===== src/rtl/core/demand_paging_translator_macros.svh =====
// Assertion macros for the translator RTL, included by dpt_back.
// Depends on nothing; users must have clk_i and rst_ni in scope.
`ifndef DEMAND_PAGING_TRANSLATOR_MACROS_SVH
`define DEMAND_PAGING_TRANSLATOR_MACROS_SVH

// Plain property, checked out of reset
`define DPT_ASSERT(lbl, prop, msg) \
  lbl: assert property (@(posedge clk_i) disable iff (!rst_ni) (prop)) \
    else $error(msg);

// Same-cycle implication, checked out of reset
`define DPT_ASSERT_IMPL(lbl, ante, cons, msg) \
  lbl: assert property (@(posedge clk_i) disable iff (!rst_ni) (ante) |-> (cons)) \
    else $error(msg);

`endif


===== src/rtl/core/dpt_pkg.sv =====
// Shared types and fixed constants of the demand paging translator.
// No dependencies.
package dpt_pkg;

  localparam int unsigned VA_W       = 16;
  localparam int unsigned BYTE_W     = 8;
  localparam int unsigned PHYS_W     = 16;
  localparam int unsigned PAGE_OUT_W = 8;

  // Input word kinds
  typedef enum logic {
    OP_XLATE = 1'b0,
    OP_FILL  = 1'b1
  } op_e;

  // Result status codes
  typedef enum logic [1:0] {
    ST_HIT    = 2'd0,
    ST_FAULT  = 2'd1,
    ST_DONE   = 2'd2,
    ST_REJECT = 2'd3
  } status_e;

  // Classified command from front to back
  typedef struct packed {
    op_e                      op;
    logic [VA_W-1:0]          va;
    logic signed [BYTE_W-1:0] fb;
  } cmd_t;

  // Result word
  typedef struct packed {
    status_e                  status;
    logic [VA_W-1:0]          va;
    logic [PHYS_W-1:0]        pa;
    logic signed [BYTE_W-1:0] data;
    logic [PAGE_OUT_W-1:0]    page;
  } res_t;

endpackage


===== src/rtl/core/dpt_front.sv =====
// Front end: accepts input words, classifies them, queues them for the back end.
// Depends on dpt_pkg.
module dpt_front (
  input  logic                                clk_i,
  input  logic                                rst_ni,
  input  logic                                push_i,
  output logic                                full_o,
  input  logic                                func_i,
  input  logic [dpt_pkg::VA_W-1:0]            virt_address_i,
  input  logic signed [dpt_pkg::BYTE_W-1:0]   fill_byte_i,
  input  logic                                hold_i,
  output logic                                cmd_valid_o,
  input  logic                                cmd_ready_i,
  output dpt_pkg::cmd_t                       cmd_o
);
  import dpt_pkg::*;

  localparam int unsigned DEPTH = 2;
  localparam int unsigned PTR_W = 1;
  localparam int unsigned CNT_W = 2;

  cmd_t             entry_q [DEPTH];
  logic [PTR_W-1:0] wr_ptr_q, wr_ptr_d;
  logic [PTR_W-1:0] rd_ptr_q, rd_ptr_d;
  logic [CNT_W-1:0] cnt_q, cnt_d;
  logic             push_ok, pop_ok;
  cmd_t             in_cmd;

  // Classify the incoming word
  always_comb begin
    in_cmd.op = func_i ? OP_FILL : OP_XLATE;
    in_cmd.va = virt_address_i;
    in_cmd.fb = fill_byte_i;
  end

  // Handshake; hold keeps the queue closed while the back end is clearing
  assign full_o      = (cnt_q == CNT_W'(DEPTH)) || hold_i;
  assign push_ok     = push_i && !full_o;
  assign cmd_valid_o = (cnt_q != '0);
  assign pop_ok      = cmd_valid_o && cmd_ready_i;
  assign cmd_o       = entry_q[rd_ptr_q];

  // Pointer and count update
  always_comb begin
    wr_ptr_d = push_ok ? wr_ptr_q + PTR_W'(1) : wr_ptr_q;
    rd_ptr_d = pop_ok  ? rd_ptr_q + PTR_W'(1) : rd_ptr_q;
    cnt_d    = cnt_q;
    if (push_ok && !pop_ok) begin
      cnt_d = cnt_q + CNT_W'(1);
    end else if (pop_ok && !push_ok) begin
      cnt_d = cnt_q - CNT_W'(1);
    end
  end

  always_ff @(posedge clk_i or negedge rst_ni) begin
    if (!rst_ni) begin
      wr_ptr_q <= '0;
      rd_ptr_q <= '0;
      cnt_q    <= '0;
    end else begin
      wr_ptr_q <= wr_ptr_d;
      rd_ptr_q <= rd_ptr_d;
      cnt_q    <= cnt_d;
    end
  end

  // Queue storage
  always_ff @(posedge clk_i) begin
    if (push_ok) begin
      entry_q[wr_ptr_q] <= in_cmd;
    end
  end

endmodule


===== config.mk =====
export PLATFORM = sky130hd
export DESIGN_NAME = dpt_front
export DESIGN_NICKNAME = d
export VERILOG_FILES = /design/src/rtl/core/demand_paging_translator_macros.svh /design/src/rtl/core/dpt_pkg.sv /design/src/rtl/core/dpt_front.sv
export SDC_FILE = /design/constraint.sdc
export NUM_CORES = 1
export LEC_CHECK = 0
export BUFFER_PORTS_ARGS = -buffer_cell sky130_fd_sc_hd__clkbuf_2
export CAP_MARGIN = 40
export CORE_MARGIN = 2
export CORE_UTILIZATION = 50
export DETAILED_ROUTE_END_ITERATION = 6
export GPL_ROUTABILITY_DRIVEN = 0
export GPL_TIMING_DRIVEN = 1
export HOLD_SLACK_MARGIN = 0.03
export PLACE_DENSITY_LB_ADDON = 0.05
export REMOVE_ABC_BUFFERS = 1
export SYNTH_ARGS = -nofsm -noshare
export SYNTH_HDL_FRONTEND = slang
export SYNTH_SLANG_ARGS = --single-unit

===== constraint.sdc =====
create_clock -name clk_i -period 3.1 [get_ports clk_i]
set_input_delay 0.93 -clock clk_i [delete_from_list [all_inputs] [get_ports clk_i]]
set_output_delay 0.93 -clock clk_i [all_outputs]
set_load 0.02 [all_outputs]

After elaboration in Yosys (flattened, before gate mapping)
Memories as Yosys holds them, arrays and structs flattened. Index checks and enable logic that the tools add are counted. W data, S select, Z words.

Equality and inequality tests: 1. Add/subtract/negate cells: 4. Reductions and logical operators: 10. Multiplexer cells: 5.

Operators with widths (count): $logic_and A1 B1 Y1 (4); $mux W2 (2); $reduce_bool A2 Y1 (2); $logic_not A1 Y1 (3); $mux W1 (3); $add A1 B1 Y1 const B (2); $add A2 B1 Y2 const B (1); $eq A2 B2 Y1 const B (1); $sub A2 B1 Y2 const B (1); $logic_or A1 B1 Y1 (1).

Output and inout bits: 27. RAM bits: 50. Register bits: 4. Word-level logic and storage cells: 24. Memories kept: 1. Bits of input ports: 30.

Memories: entry_q (words 2, bits a word 25, rd ports 1, clocked after Yosys merged registers in 0, write ports 1, line dpt_front.sv:22) `cmd_t entry_q [DEPTH];`.

Depth between registers and ports, before layout
Gate-level depths: netlist of run 1.

Depth in word-level cells: 8. Mapped depth: 7. Mapped depth without buffers: 7.

Worst setup path after synthesis of run 1
No wires, ideal clock.

Kind: input -> register. Start: in hold_i. End: mem entry_q[0][0] (netlist name), enable pin. Buffers on the path: 0. Path slack: 0.527 ns. Data required time: 2.693 ns. Stages: 2. Data arrival time: 2.166 ns. Setup time: 0.407 ns. Path through: nand3b_4 > nor2_1.

Cells in the longest elaborated chain, start to end: 5.

RTL lines: start, declared (line dpt_front.sv:11) `input logic hold_i,`; $logic_or A1 B1 Y1 (line dpt_front.sv:37) `assign full_o = (cnt_q == CNT_W'(DEPTH)) || hold_i;`; $logic_not A1 Y1 (line dpt_front.sv:38) `assign push_ok = push_i && !full_o;`; $logic_and A1 B1 Y1 (line dpt_front.sv:38); $mux W1 (line dpt_front.sv:69) `if (push_ok) begin`; $mux W1 (implied by the code) (line dpt_front.sv:70) `entry_q[wr_ptr_q] <= in_cmd;`; end, declared (line dpt_front.sv:22).

Every way passes these cells.

==> flow_summary_export.csv, run 1 <==
group,metric,value,unit
layout,fin_util,0.6278,
routing,drc,0,
logic_synthesis,synthesis.instances,97,
logic_synthesis,ys_types,17,
critical_path,cp.required,2170,ps
critical_path,crit_end,"cmd_o[14]",
layout,seq_area,1602,um2
critical_path,cp_max_fo,13,
floorplan,die_height,69.30,um
clock_tree,ctsResizeCount,0,
routing,drt.antenna.violating_nets,0,
grt,grt_pass1_vias,1128,
clock_tree,cts_tree,"yes",
clock_tree,cts_max_level,2,
timing,hold_viol,0,
grt,track_usage,0.1408,
floorplan,row_count,23,
logic_synthesis,ys_ff_latch,54,
routing,drt_iter0_drc,67,
clock_tree,clock_latency,300,ps
grt,grt_max_degree,26,
grt,antenna_found_initial,0,
timing,rsz0062_at_grt,"no",
timing,max_slew_margin,0.7609,
logic_synthesis,avgSynthCellArea,21.98,um2
grt,grt-ovfl-total,0,
critical_path,worstSetupStartpoint,"rd_ptr_q",
timing,tightest_slew,358.3,ps
floorplan,die_w,69.30,um
timing,fin_setup_tns,0,ps
place,portBuffers,56,
critical_path,startpoint_type,"register",
layout,nets,192,
logic_synthesis,synth-seq-area-share,0.7512,
logic_synthesis,synthesis.area,2132,um2
timing,slew_violations,0,
timing,skew,5.446,ps
critical_path,end_kind,"output port",
critical_path,reg2reg_to,"entry_q[0][24]",
critical_path,r2r_cells,4,
clock_tree,clk_pin_slew_worst_paths,90,ps
floorplan,io_pins,57,
routing,vias_per_cell,4.910,
power_and_ir_drop,p_leak,1.051,nW
critical_path,worstPathArrival,1450,ps
routing,wl_per_cell,14.63,um
layout,final_common_cell,"clkbuf_2",
layout,final_cell_mix,"clkbuf_2, edfxtp_1, mux2_4",
clock_tree,clock-root-buffer,"clkbuf_8",
clock_tree,post-cts-setup-buffers,0,
layout,stdcell_count,212,
outcome,status,"finished, final reports clean",
layout,num-fill-cells,315,
critical_path,reg2reg_from,"cnt_q[0]",
power_and_ir_drop,power.density,834.3,nW/um2
critical_path,critPathKind,"reg2out",
routing,drt-total-wl,3101,um
layout,diodes,0,
clock_tree,cts_sinks,54,
clock_tree,numCtsBuffers,5,
logic_synthesis,yosys_warnings,0,
floorplan,coreArea,4058,um2
grt,grt_pass1_wl,5147,um
place,dp_hpwl,2157,um
floorplan,initial_utilization,0.5254,
hold_path,hold_path_class,"in2async",
routing,vias,1041,
layout,multiInputGateArea,478.0,um2
timing,min_period,2380,ps
clock_tree,postCtsHoldBufs,0,
layout,area_delta_synth_final,19.48,%
timing,setup_viol,0,
routing,drt_pass1_iterations,4,
place,dp.cells,204,
power_and_ir_drop,vdd_drop_max,0.4688,mV
critical_path,r2r_slack,1450,ps
timing,fmax,0.4201,GHz
floorplan,die-area,4802,um2
layout,drive_gt1_frac,0.5988,
flow_run,max_cap_violations,0,
timing,post-route-period-util,0.7679,
clock_tree,clock_path_buffers,2,
cell type report:
cell class	count	area share
clock inverter	1	0.001965
inverter	1	0.001473
timing repair buffer	60	0.1218
tap	50	0.02456
sequential	54	0.6287
multi-input combinational	39	0.1876
clock buffer	7	0.03389
cell usage after synthesis, drive strengths merged:
library cell | number | area (um2)
dfrtp | 4 | 100.1
nand2b | 2 | 20.02
or2 | 1 | 6.260
nand2 | 1 | 6.260
xnor2 | 3 | 26.28
ha | 1 | 12.51
edfxtp | 50 | 1501
buf | 3 | 51.30
and2 | 1 | 6.260
mux2 | 25 | 352.8
xor2 | 2 | 17.52
nand3b | 1 | 20.02
inv | 1 | 3.750
nor2 | 2 | 7.510
report_power, final:
group | switching (mW) | internal [mW]
Sequential | 0.0454 | 0.917
Combinational | 0.418 | 0.359
Clock | 0.206 | 0.180
critical path, cell delays in order (launching register included):
cell and delay (ps):
dfrtp_1 350, buf_4 260, mux2_2 370, clkbuf_2 160
state kept, by name, indices dropped and copies added (netlist names):
register,flops
rd_ptr_q,1
wr_ptr_q,1
entry_q,50
cnt_q,2
through the flow:
stage,area (um2),setup slack (ps),hold WS [ps],power (mW)
2_1_floorplan,2081,527.1,458.9,1.548
3_5_place_dp,2456,874.1,533.2,1.768
3_3_place_gp,2456,878.4,497.9,1.751
4_1_cts,2547,701.2,415.9,2.155
6_report,2547,719.6,423.6,2.125
5_1_grt,2547,659.6,418.1,2.228
routing by layer:
layer	vias up	share of wire	track usage
met1	505	0.38	0.1419
li1	497	-	-
met4	0	0.015	0.05229
met2	33	0.54	0.2628
met5	-	0	0
met3	6	0.064	0.05087
worst min path at each step:
stage / from / end / slack (ps) / depth (start not counted)
2_1_floorplan: wr_ptr_q / wr_ptr_q / 460 / 1
3_3_place_gp: wr_ptr_q / wr_ptr_q / 500 / 1
3_5_place_dp: wr_ptr_q / wr_ptr_q / 530 / 1
4_1_cts: rst_ni / cnt_q[1] / 420 / 1
5_1_grt: rst_ni / wr_ptr_q / 420 / 1
6_report: rst_ni / wr_ptr_q / 420 / 1
logic make-up (layout without fill, tap and decap cells):
logic type,Yosys count,count (layout),synth area share
multiplexers,25,25,0.1655
flip-flops,54,54,0.7512
buffers and inverters,4,69,0.02582
AND/OR/NAND/NOR,8,8,0.03111
adder cells (fa/ha/maj),1,1,0.005868
XOR/XNOR,5,5,0.02054
Power figures use the tool's default switching activity.
==> run 2: changes to the inputs <==
--- a/config.mk
+++ b/config.mk
@@ -8,7 +8,7 @@
 export BUFFER_PORTS_ARGS = -buffer_cell sky130_fd_sc_hd__clkbuf_2
 export CAP_MARGIN = 40
 export CORE_MARGIN = 2
-export CORE_UTILIZATION = 50
+export CORE_UTILIZATION = 46
 export DETAILED_ROUTE_END_ITERATION = 6
 export GPL_ROUTABILITY_DRIVEN = 0
 export GPL_TIMING_DRIVEN = 1
==> constraint.sdc (replaced) <==
create_clock -name clk_i -period 2.1 [get_ports clk_i]
set_input_delay 0.63 -clock clk_i [delete_from_list [all_inputs] [get_ports clk_i]]
set_output_delay 0.63 -clock clk_i [all_outputs]
set_load 0.02 [all_outputs]
==> run 2 against run 1 <==
Clock-buffer cell count is 2 lower. Clock skew hardly changed. Sequential power is 49% higher. Register-to-register slack worse by 790 ps. Critical endpoint is now cmd_o[18]. Largest power group unchanged.
==> flow_summary_export.csv, run 2 (synthesis results as in run 1) <==
group,metric,value,unit
clock_tree,postCtsHoldBufs,0,
layout,stdcell_count,215,
critical_path,slowest_delay,450,ps
critical_path,end_kind,"output port",
layout,area_delta_synth_final,21.71,%
timing,fin_setup_tns,0,ps
critical_path,critPathKind,"reg2out",
power_and_ir_drop,comb_power_share,0.384,
critical_path,r2r_cells,5,
timing,tightest_slew,181.4,ps
grt,grt-ovfl-total,0,
floorplan,die_w,72.08,um
timing,min_period,2038,ps
grt,grt_pass1_wl,5071,um
routing,vias_per_cell,4.781,
grt,antenna_found_initial,0,
power_and_ir_drop,power.share.switching,0.3172,
critical_path,startpoint_type,"register",
critical_path,path_buf_inv,2,
timing,slew_violations,0,
floorplan,io_pins,57,
clock_tree,clk_pin_slew_worst_paths,90,ps
clock_tree,clock_path_buffers,2,
power_and_ir_drop,vdd_drop_max,0.5612,mV
critical_path,r2r_slack,660,ps
layout,final_common_cell,"clkbuf_2",
clock_tree,clock_latency,300,ps
power_and_ir_drop,switchingPower,1.014,mW
clock_tree,post-cts-setup-buffers,0,
layout,num-fill-cells,339,
floorplan,die_height,72.08,um
routing,drc,0,
layout,final_cell_area,2595,um2
timing,hold_viol,0,
critical_path,critical_path_cell_count,3,
routing,vias,1028,
power_and_ir_drop,power,3.195,mW
floorplan,initial_utilization,0.4830,
critical_path,crit_end,"cmd_o[18]",
power_and_ir_drop,clkPwrFrac,0.168,
routing,drt_iter0_drc,90,
grt,grt_pass1_vias,1137,
critical_path,crit_slowest_cell,"dfrtp_2",
clock_tree,cts_tree,"yes",
place,placed_area,2484,um2
floorplan,row_count,24,
clock_tree,cts_max_level,2,
floorplan,die-area,5196,um2
critical_path,critPathTopFamily,"flip-flops",
critical_path,cp_max_fo,13,
floorplan,coreArea,4414,um2
grt,track_usage,0.1349,
layout,nets,193,
critical_path,cp.required,1470,ps
layout,top_register,"entry_q",
clock_tree,clock-root-buffer,"clkbuf_8",
layout,final_cell_mix,"clkbuf_2, edfxtp_1, mux2_4",
layout,diodes,0,
power_and_ir_drop,p_int,2.182,mW
layout,drive_gt1_frac,0.6074,
clock_tree,numCtsBuffers,5,
routing,drt.antenna.violating_nets,0,
layout,largestRegisters,"entry_q x50, cnt_q x2",
routing,drt_pass1_iterations,4,
outcome,status,"finished, final reports clean",
place,dp_hpwl,2183,um
clock_tree,ctsResizeCount,0,
critical_path,worstPathCellList,"clkbuf_16, mux2_4, clkbuf_2",
routing,wl_per_cell,15.16,um
routing,drt-total-wl,3259,um
power_and_ir_drop,p_leak,1.064,nW
power_and_ir_drop,power.density,1231,nW/um2
hold_path,hold_path_class,"in2async",
critical_path,worstPathArrival,1410,ps
critical_path,worstSetupStartpoint,"rd_ptr_q",
timing,setup_viol,0,
critical_path,reg2reg_to,"entry_q[1][3]",
grt,grt_max_degree,27,
place,portBuffers,56,
timing,fmax,0.4906,GHz
timing,post-route-period-util,0.9706,
flow_run,max_cap_violations,0,
power_and_ir_drop,seq_power_share,0.449,
critical_path,reg2reg_from,"cnt_q[0]",
timing,skew,5.419,ps
clock_tree,cts_sinks,54,
layout,largest_register_ffs,50,
place,dp.cells,206,
timing,max_slew_margin,0.8791,
==> run 2: power groups by stage <==
stage	registers (mW)	clock network, mW	logic (mW)
2_1_floorplan	1.52	0	0.762
3_3_place_gp	1.44	0	1.18
3_5_place_dp	1.45	0	1.20
4_1_cts	1.42	0.560	1.20
5_1_grt	1.45	0.599	1.31
6_report	1.43	0.535	1.23
==> run 2: area by class of cell <==
class / count / area [um2] / area share
Clock buffer: 5 / 68.82 / 0.02652
Clock inverter: 3 / 16.27 / 0.006268
Inverter: 1 / 3.754 / 0.001446
Multi-Input combinational cell: 39 / 478.0 / 0.1842
Sequential cell: 54 / 1603 / 0.6176
Tap cell: 52 / 65.06 / 0.02507
Timing Repair Buffer: 61 / 360.3 / 0.1389
==> run 2: worst min path at each step <==
stage,cells past startpoint,endpoint,slack [ps]
final,1,cnt_q[0],120
after global routing,1,cnt_q[0],110
after CTS,1,cnt_q[0],120
after detailed placement,1,cnt_q[0],450
after global placement,1,cnt_q[1],440
after floorplan,0,cnt_q[0],330
==> run 2: metal layers <==
layer  up-vias  global-route usage  wire, um
met3         2             0.05833       182
met4         0             0.04403        17
met1       493              0.1388      1265
li1        500                   -         -
met2        33              0.2446      1795
met5         -                   0         0
==> run 2: worst register-to-register path: cells and delay by family, from the launching register on <==
family	cells	cell delay (ps)
buf+inv	2	280
flops	1	420
simple gates	3	440
==> run 2: stage by stage <==
stage | setup slack, ps | hold WS (ps) | util
floorplan | -172.9 | 334.4 | -
global placement | 381.5 | 442.5 | 0.5626
detailed placement | 373.8 | 445.9 | 0.5626
CTS | 35.38 | 116.7 | 0.5819
global route | -0.03464 | 108.8 | 0.5879
finish | 61.73 | 123.2 | 0.5879
==> run 3: changes to the inputs <==
--- a/config.mk
+++ b/config.mk
@@ -5,6 +5,7 @@
 export SDC_FILE = /design/constraint.sdc
 export NUM_CORES = 1
 export LEC_CHECK = 0
+export ABC_AREA = 1
 export BUFFER_PORTS_ARGS = -buffer_cell sky130_fd_sc_hd__clkbuf_2
 export CAP_MARGIN = 40
 export CORE_MARGIN = 2
==> run 3 against run 2 <==
Final area fell by 0.77%. Utilization fell by 0.054 points. Fmax rose by 2.5%. Worst hold slack improved by 5.0 ps. Critical path depth rose by 1. Clock skew fell by 3.8 ps. Sequential power barely moved. Clock power rose by 24%. Non-clock buffer count fell by 2. Area after synthesis fell by 1.1%. Combinational power barely moved. Total power rose by 4.1%.
==> flow_summary_export.csv, run 3 <==
group,metric,value,unit
outcome,status,"finished, final reports clean",
logic_synthesis,yosys.area_share.adder,0.005931,
critical_path,cp_max_fo,26,
grt,met1_usage,0.1671,
grt,antenna_found_initial,0,
flow_run,max_cap_violations,0,
logic_synthesis,yosys_most_used_dff,"edfxtp_1",
timing,min_period,1989,ps
place,dp_slack,277.9,ps
routing,drc,0,
power_and_ir_drop,power.density,1291,nW/um2
logic_synthesis,avgSynthCellArea,12.94,um2
routing,drt-total-wl,3574,um
layout,final_cell_area,2575,um2
critical_path,end_kind,"output port",
logic_synthesis,ys_ff_latch,54,
clock_tree,cts_tree,"yes",
floorplan,initial_utilization,0.4812,
routing,vias_per_cell,4.787,
logic_synthesis,yosys_warnings,0,
grt,grt_max_degree,27,
timing,max_slew_margin,0.8158,
timing,slew_violations,0,
layout,nets,255,
logic_synthesis,synthesis.area,2110,um2
power_and_ir_drop,power,3.325,mW
logic_synthesis,synth_top_family_by_area,"simple AND/OR/NAND/NOR gates",
layout,largest_register_ffs,50,
floorplan,die_height,71.72,um
critical_path,reg2reg_from,"cnt_q[0]",
clock_tree,clock_latency,290,ps
place,dp_hpwl,2466,um
critical_path,cp.required,1470,ps
floorplan,io_pins,57,
timing,post-route-period-util,0.9473,
power_and_ir_drop,p_int,2.098,mW
logic_synthesis,synth-xor-area-share,0.004152,
logic_synthesis,synth_top_area_share,0.7117,
logic_synthesis,synth_commonest_cells,"nand2_1, edfxtp_1, nand2_2",
timing,rsz0062_at_grt,"no",
grt,grt-ovfl-total,0,
layout,stdcell_count,277,
power_and_ir_drop,seq_power_share,0.433,
critical_path,critPathKind,"reg2out",
logic_synthesis,netlist_top_cells_area,"edfxtp_1, nand2_1, dfrtp_1",
logic_synthesis,synthesis.instances,163,
routing,drt_pass1_iterations,4,
power_and_ir_drop,vdd_drop_max,0.6515,mV
critical_path,r2r_cells,9,
power_and_ir_drop,comb_power_share,0.366,
grt,grt_pass1_vias,1334,
place,dp.cells,269,
logic_synthesis,synth-seq-area-share,0.7592,
critical_path,startpoint_type,"register",
timing,skew,1.620,ps
critical_path,worstPathArrival,1360,ps
floorplan,coreArea,4384,um2
routing,wl_per_cell,12.90,um
hold_path,hold_path_class,"in2async",
timing,setup_viol,0,
clock_tree,clk_pin_slew_worst_paths,90,ps
routing,vias,1326,
logic_synthesis,ys_types,15,
logic_synthesis,synth-edff-count,50,
layout,area_delta_synth_final,22.06,%
clock_tree,clock-root-buffer,"clkbuf_8",
logic_synthesis,async_flop_share,0.07407,
timing,fin_ws,110.7,ps
grt,track_usage,0.1549,
clock_tree,cts_max_level,2,
logic_synthesis,synth_most_common_cell,"nand2_1",
critical_path,crit_top_cell,"nand2_1",
power_and_ir_drop,switchingPower,1.227,mW
layout,top_register,"entry_q",
power_and_ir_drop,p_leak,1.152,nW
place,portBuffers,56,
grt,gr-usage-met3,0.04641,
timing,fmax,0.5027,GHz
timing,tightest_slew,276.3,ps
grt,grt.busiest_layer,"met2",
power_and_ir_drop,power.share.switching,0.3690,
layout,final_cell_mix,"nand2_1, clkbuf_2, edfxtp_1",
routing,drt_iter0_drc,41,
layout,largestRegisters,"entry_q x50, cnt_q x2",
critical_path,worstPathCellList,"inv_8, nand2_1, nand2_1, clkbuf_2",
place,placed_area,2465,um2
logic_synthesis,synth_compound_area_frac,0,
layout,final_common_cell,"nand2_1",
timing,hold_viol,0,
critical_path,reg2reg_to,"cnt_q[1]",
clock_tree,cts_sinks,54,
clock_tree,clock_path_buffers,2,
grt,grt_pass1_wl,5940,um
routing,drt.antenna.violating_nets,0,
power_and_ir_drop,clkPwrFrac,0.200,
floorplan,die_w,71.72,um
logic_synthesis,synth-simple-area-share,0.1862,
clock_tree,numCtsBuffers,5,
layout,diodes,0,
critical_path,r2r_slack,610,ps
logic_synthesis,yosysTopAreaCell,"edfxtp_1",
critical_path,crit_slowest_cell,"dfrtp_2",
floorplan,die-area,5144,um2
floorplan,row_count,24,
logic_synthesis,synth.area.mux_share,0,
grt,met2_usage,0.2912,
critical_path,slowest_delay,520,ps
layout,drive_gt1_frac,0.3689,
run 3: cell types whose count changed after synthesis, moves of 2 or more:
cell     delta
mux2_2      -6
mux2_4     -19
xnor2_1     -2
buf_4       +2
inv_1       +8
buf_12      -2
nand3_1     +2
nand2_1    +75
nand4_1     +2
nand2_2    +11
xor2_1      -2
run 3: how the worst max path moves through the flow:
stage	startpoint	endpoint	slack [ps]	depth (start not counted)
after global routing	rd_ptr_q	cmd_o[1]	20	4
after floorplan	hold_i	entry_q[1][0]	-180	3
after CTS	rd_ptr_q	cmd_o[1]	70	4
after detailed placement	rd_ptr_q	cmd_o[1]	280	4
final	rd_ptr_q	cmd_o[1]	110	4
after global placement	rd_ptr_q	cmd_o[8]	360	4
run 3: cell families (layout without fill, tap and decap cells):
group | Yosys count | in the layout
and+or+nand+nor | 93 | 93
DFF | 54 | 54
buffers and inverters | 14 | 76
adders and majority gates | 1 | 1
xor gates and xnor gates | 1 | 1
run 3: final cells by class:
| class | instances | area [um2] |
|---|---|---|
| clock buffers | 5 | 68.82 |
| clock inverters | 3 | 40.04 |
| fillers | 366 | 1809 |
| inverters | 9 | 41.29 |
| multi-input cells | 95 | 416.7 |
| flip-flops and latches | 54 | 1603 |
| well taps | 52 | 65.06 |
| repair buffers | 59 | 340.3 |
run 3: layer usage:
| layer | part of all wire | up-vias | wire (um) |
|---|---|---|---|
| li1 | - | 660 | - |
| met2 | 0.55 | 40 | 1957 |
| met3 | 0.052 | 6 | 185 |
| met5 | 0 | - | 0 |
| met4 | 0.013 | 0 | 46 |
| met1 | 0.39 | 620 | 1385 |
run 3: metrics by stage:
step                hold WS [ps]    util  setup TNS (ps)
floorplan                  334.4       -           -4580
global placement           449.1  0.5622               0
detailed placement         451.4  0.5622               0
CTS                        120.9  0.5873               0
global route               116.7  0.5873               0
finish                     128.2  0.5873               0
run 3: repair_timing:
action	CTS	global route
hold buffers	0	0
gates resized for setup	1	0
endpoints found under the hold margin	0	0
setup buffers	0	0
setup endpoints to repair	17	0
run 3: power by group through the flow:
stage | combinational (mW) | sequential [mW] | clock, mW
6_report | 1.22 | 1.44 | 0.665
5_1_grt | 1.34 | 1.46 | 0.727
4_1_cts | 1.25 | 1.44 | 0.686
3_5_place_dp | 1.25 | 1.47 | 0
3_3_place_gp | 1.22 | 1.46 | 0
2_1_floorplan | 0.757 | 1.47 | 0
run 3: critical path, delay by kind of cell (launching register included):
family | cells | cell delay [ps]
buffers and inverters | 2 | 370
flip-flops | 1 | 520
AND/OR/NAND/NOR | 2 | 170
